--- config.mk ---
export PLATFORM = sky130hd
export DESIGN_NAME = pvrp_merge
export DESIGN_NICKNAME = d
export VERILOG_FILES = /design/src/hdl/pvrp_pkg.sv /design/src/hdl/pvrp_merge.sv
export SDC_FILE = /design/constraint.sdc
export NUM_CORES = 1
export LEC_CHECK = 0
export BUFFER_PORTS_ARGS = -buffer_cell sky130_fd_sc_hd__buf_4
export CORE_AREA = 3 3 40 42
export DETAILED_ROUTE_END_ITERATION = 12
export DIE_AREA = 0 0 43 45
export PLACE_DENSITY = 0.6
export SLEW_MARGIN = 20
export SYNTH_ARGS = -nofsm -noshare
export SYNTH_HDL_FRONTEND = slang
export SYNTH_SLANG_ARGS = --single-unit
--- constraint.sdc ---
create_clock -name vclk -period 1.7
set_input_delay 0.51 -clock vclk [all_inputs]
set_output_delay 0.51 -clock vclk [all_outputs]
set_load 0.01 [all_outputs]
--- src/hdl/pvrp_pkg.sv ---
package pvrp_pkg;

    // Default depth of the bitmap RAM, as an address width.
    localparam int RAM_ADDR_BITS_DEF = 14;

    // Configuration port geometry: two 64-bit registers at byte addresses 0 and 8.
    localparam int CFG_DATA_W = 64;
    localparam int CFG_ADDR_W = 4;

    // Register indexes, taken from paddr bit 3.
    localparam logic REG_TWO_BIT_MASKS   = 1'b0;
    localparam logic REG_THIRD_BIT_MASKS = 1'b1;

    // Access kinds carried on the input tuser.
    localparam logic MODE_WRITE = 1'b0;
    localparam logic MODE_READ  = 1'b1;

    // Offset bits 15..13 all set select the third-plane path.
    localparam logic [2:0] THIRD_PLANE_SEL = 3'b111;

    // The scattered third-plane address is 11 bits wide.
    localparam int P3_ADDR_W = 11;

    // Read results keep bits 4..0 set.
    localparam logic [4:0] READ_LOW_ONES = 5'h1f;

    typedef enum logic [2:0] {
        ST_CLEAR,
        ST_IDLE,
        ST_RD_MAIN,
        ST_MG_MAIN,
        ST_RD_P3,
        ST_MG_P3
    } t_state;

    // Operands of the shared merge and test unit.
    typedef struct packed {
        logic [7:0] rd_data;
        logic [7:0] pattern;
        logic [7:0] keep;
        logic [7:0] sel;
    } t_merge_req;

    // Results of the shared merge and test unit.
    typedef struct packed {
        logic [7:0] merged;
        logic       hit_hi;
        logic       hit_lo;
    } t_merge_rsp;

    // Third-plane byte: {p11, ~p11, p10..p3, p12}.
    function automatic logic [P3_ADDR_W-1:0] plane3_addr(input logic [15:0] p);
        plane3_addr = {p[11], ~p[11], p[10:3], p[12]};
    endfunction

endpackage

--- src/hdl/pvrp_merge.sv ---
module pvrp_merge
    import pvrp_pkg::*;
(
    input  t_merge_req i_req,
    output t_merge_rsp o_rsp
);

    logic [7:0] hit;

    // A set keep bit holds the old RAM bit, a clear one takes the pattern bit.
    assign o_rsp.merged = (i_req.rd_data & i_req.keep) | (i_req.pattern & ~i_req.keep);

    assign hit          = i_req.rd_data & i_req.sel;
    assign o_rsp.hit_hi = |hit[7:4];
    assign o_rsp.hit_lo = |hit[3:0];

endmodule

# == Word-level counts from Yosys, hierarchy flattened ==
# Index checks and enable logic that the tools add are counted.
# word_totals
register_bits,0
in_bits,32
# op_classes
n_bitwise,5
reduce_logical,2
# op_table
op,n
bitwise AND 8 bit,3
NOT 8 bit,1
OR 8 bit,1
OR reduction 4 bit,2

# == Depth between registers and ports, before layout ==
# Gate-level depths: netlist (run 1).
# logic_depth
ltp_word,3
ltp_mapped,2
depth_no_buf,2

# == Least setup slack after synthesis (run 1) ==
# OpenSTA, ideal clock, no wires.
# synth_path
kind,input-to-output
from,in i_req[8] (netlist name)
to,out o_rsp[2] (netlist name)
arrival_ns,0.803
required_time_ns,1.190
path_slack_ns,0.387
cell_stages,1
path_buffers,0
path_cell_list,mux2_4
# synth_via
elab_chain_cells,3
elab_cells_between_ends,4
classes_between,bitwise: 4
# synth_lines
item,line,source
start: declaration,pvrp_merge.sv:4,"input t_merge_req i_req,"
NOT 8 bit,pvrp_merge.sv:11,assign o_rsp.merged = (i_req.rd_data & i_req.keep) | (i_req.pattern & ~i_req.keep);
bitwise AND 8 bit,pvrp_merge.sv:11,
OR 8 bit (*),pvrp_merge.sv:11,
end: declaration,pvrp_merge.sv:5,output t_merge_rsp o_rsp
# Every way passes the cells marked *; elsewhere a longest branch is shown, timed or not.

==> results.txt, run 1 <==
Status = completed
Max-cap violations = 0
First-pass GRT wire length = 1.110 mm
Synth unique cells = 3
Core ar. = 1285 sq um
Cell mode on critical path = buf_4
Final Max Slew Viols = 0
Vias/cell = 4.113
Post-CTS Resized = 0
Clkbuf count = 0
Die Wd = 43 microns
Grt total ovfl = 0
Number of global-route vias before repair = 286
Ant diodes = 0
RSZ-0062 raised after global routing = false
Fraction of layout cells with a size suffix above 1 = 89.29%
Post-CTS Hold Buffers = 0
Worst Hold Class = primary input to output port
Post-Synth Adder-Cell Area = 0%
Most frequent cells in the layout = buf_4 (42), mux2_4 (8), a22oi_1 (4), nand2_1 (2)
Required time of the critical path = 1.19 ns
WL final = 752 microns
Slowest cell on the critical path = mux2_4
Crit share post-route = 91.92%
NumNets Final = 90
Multiplexer share of the synthesized area = 76.19%
Vias = 292
Crit Path Max Fanout = 1
Setup Buffers After CTS = 0
Routed WL per cell = 10.59 microns
Fin crit period = 1.563 ns
Final hold vios = 0
Residual DRC = 0
Router iterations before antenna repair = 1
Total negative setup slack = 0 ns
WP data arrival = 1.05 ns
Post-DRT Antenna Nets = 0
Worst vdd ir = 0.08655 mV
Syn_nets = 46
Syn Area/Cell = 11.26 sq um
Synth Area in Simple Gates = 4.762%
Placed Area = 491.7 sq um
Seq/Total Area, Yosys = 0%
Max stage delay on crit path = 0.29 ns
Top cell type's share of synthesized area = 76.19%
Max Fclk = 639.9 MHz
Row count = 13
Worst-path cell chain = buf_4 -> mux2_4 -> buf_4
Syn Inst Count = 14
CP startpoint kind = primary input
Port Buf Inserts = 42
Pleak = 0.2826 nW
Initial Utilization = 12.27%
P&R area growth vs syn = 211.9%
GRT Overall Usage = 6.882%
Die area = 1935 sq um
Synth warnings = 0
Storage cell area = 0 sq um
I/O pins = 42
Most common cell after layout, fill and taps aside = buf_4
Relative slew slack = 89.31%
Sequential cell count = 0
Crit end category = output port
Drt first-iter violations = 0
Post-route cell area = 491.7 sq um
RePlAce Congestion = 0.6387
Antenna violations before repair = 0
Final setup viols = 0
Xor/xnor cell area share of the yosys netlist = 0%
Synth Area in Compound Gates = 19.05%
Ranking of synthesized cells by area = mux2_4 (76%), a22oi_1 (19%), nand2_1 (4.8%)
Synth area leader = mux2_4
Largest net degree at the start of global routing = 3
Post-Syn Area = 157.7 sq um
Pwr Density = 270.5 nW/um^2
WS Path Type = primary input to output port
Worst-Margin Slew = 0.1604 ns
Largest family of logic cells by synthesized area = multiplexers
Chip height = 45 microns
## area by class of cell
cell class / count / area [sq um]
fillers: 141 / 793.3
repair buffers: 42 / 315.3
multi-input cells: 14 / 157.7
well taps: 15 / 18.77
## logic make-up after synthesis
logic type	after synthesis
mux	8
compound gates	4
simple gates	2
## per-layer routing
layer,share of wire (%),vias up,track usage [%]
met3,15,0,1.195
met1,26,129,6.667
li1,-,142,-
met5,0,-,0
met2,59,21,15.57
met4,0,0,0
## power by group
part           switching (W)  internal, W
Sequential                 0            0
Clock                      0            0
Combinational      0.0000384    0.0000945
## critical path: cells and delay by family
kind                   cells  cell delay, ns
buffers and inverters      2            0.25
multiplexers               1            0.29
## worst paths after layout
path	end	start	slack (ns)	cells after the start
max	o_rsp[3]	i_req[9]	0.14	3
min	o_rsp[0]	i_req[3]	1.31	4
## cells in the mapped netlist
library cell,n
a22oi_1,4
nand2_1,2
mux2_4,8
## through the flow
stage                     util [%]  instances  total power [W]  worst slack (ns)  hold slack, ns
after global placement       38.27         71        0.0001324            0.1426           1.315
after CTS                    38.27         71        0.0001349            0.1328           1.318
after floorplan                  -         14       0.00004342            0.3872           1.155
after global routing         38.27         71        0.0001433            0.1193           1.328
after detailed placement     38.27         71        0.0001347            0.1345           1.318
final                        38.27         71        0.0001330            0.1373           1.309
(Power assumes the default switching activity.)
==> run 2, diff against run 1 <==
- BUFFER_PORTS_ARGS: -buffer_cell sky130_fd_sc_hd__buf_4 -> -buffer_cell sky130_fd_sc_hd__buf_2
==> run 2 against run 1 <==
Compared with the run above: largest power group unchanged; hold slack better by 0.0072 ns; utilization down 8.2 points; power down 24%; cell count unchanged; fmax up 0.93%; die area unchanged; final area down 21%; sequential share of layout area unchanged; flip-flop and latch count unchanged.
==> results.txt, run 2 (synthesis results as in run 1) <==
Crit share post-route = 91.08%
Core ar. = 1285 sq um
First-pass GRT wire length = 1.007 mm
WS Path Type = primary input to output port
Port Buf Inserts = 42
Post-DRT Antenna Nets = 0
Required time of the critical path = 1.19 ns
GRT Overall Usage = 6.385%
Final Util = 30.09%
Grt total ovfl = 0
Status = completed
Routed WL per cell = 9.507 microns
Most common cell after layout, fill and taps aside = buf_2
Crit end category = output port
Vias = 290
Min-delay src = i_req[1]
Chip height = 45 microns
Most frequent cells in the layout = buf_2 (42), mux2_4 (8), a22oi_1 (4), nand2_1 (2)
Cell mode on critical path = buf_2
Setup Buffers After CTS = 0
Antenna violations before repair = 0
Max-cap violations = 0
Final Max Slew Viols = 0
Router iterations before antenna repair = 2
WL final = 675 microns
Final setup viols = 0
Row count = 13
Buffer and inverter count on the worst path = 2
Largest net degree at the start of global routing = 3
Initial Utilization = 12.27%
Final hold vios = 0
Die Wd = 43 microns
Vias/cell = 4.085
Relative slew slack = 88.40%
CP startpoint kind = primary input
Fillers = 147
NumNets Final = 90
Pleak = 0.2453 nW
Sequential cell count = 0
Crit Path Max Fanout = 1
Worst-Margin Slew = 0.1740 ns
I/O pins = 42
Fraction of layout cells with a size suffix above 1 = 89.29%
Clkbuf count = 0
Drt first-iter violations = 2
Worst-path cell chain = buf_2 -> mux2_4 -> buf_2
Slowest cell on the critical path = mux2_4
Storage cell area = 0 sq um
Die area = 1935 sq um
Max stage delay on crit path = 0.28 ns
Residual DRC = 0
Fin crit period = 1.548 ns
Pwr Density = 261.9 nW/um^2
CP Launch Point = i_req[13]
Ant diodes = 0
Post-CTS Resized = 0
Post-CTS Hold Buffers = 0
Max Fclk = 645.9 MHz
Total negative setup slack = 0 ns
RSZ-0062 raised after global routing = false
Top delay family on crit path = multiplexers
Number of global-route vias before repair = 270
RePlAce Congestion = 0.6282
WP data arrival = 1.04 ns
P&R area growth vs syn = 145.2%
Worst vdd ir = 0.06976 mV
Worst Hold Class = primary input to output port
==> run 2: path summary, 6_finish.rpt <==
kind | slack [ns] | to | depth (start not counted)
worst min-delay path | 1.32 | o_rsp[0] | 4
worst max-delay path | 0.15 | o_rsp[7] | 3
==> run 2: per-layer routing <==
metal	vias up	GRT usage, %	share of wire, %
met5	-	0	0
li1	143	-	-
met2	21	14.67	59
met4	0	0	0
met1	126	6.190	27
met3	0	0.7968	14
==> run 2: layout make-up <==
| type | count | area (sq um) | share of cell area [%] |
|---|---|---|---|
| Timing Repair Buffer | 42 | 210.2 | 54.37 |
| Multi-Input combinational cell | 14 | 157.7 | 40.78 |
| Tap cell | 15 | 18.77 | 4.854 |
==> run 2: power breakdown <==
group	internal [W]	switching, W	total [W]	leakage [nW]
Combinational	0.0000644	0.0000368	0.000101	0.245
Sequential	0	0	0	0
Clock	0	0	0	0
Total	0.0000644	0.0000368	0.000101	0.245
==> run 2: stage by stage <==
stage               std cells  setup slack (ns)  area (sq um)  hold slack (ns)   power (W)
finish                     71            0.1517         386.6            1.317   0.0001012
global route               71            0.1229         386.6            1.339   0.0001105
CTS                        71            0.1499         386.6            1.321   0.0001029
detailed placement         71            0.1502         386.6            1.321   0.0001027
global placement           71            0.1565         386.6            1.322   0.0001008
floorplan                  14            0.3872         157.7            1.155  0.00004342
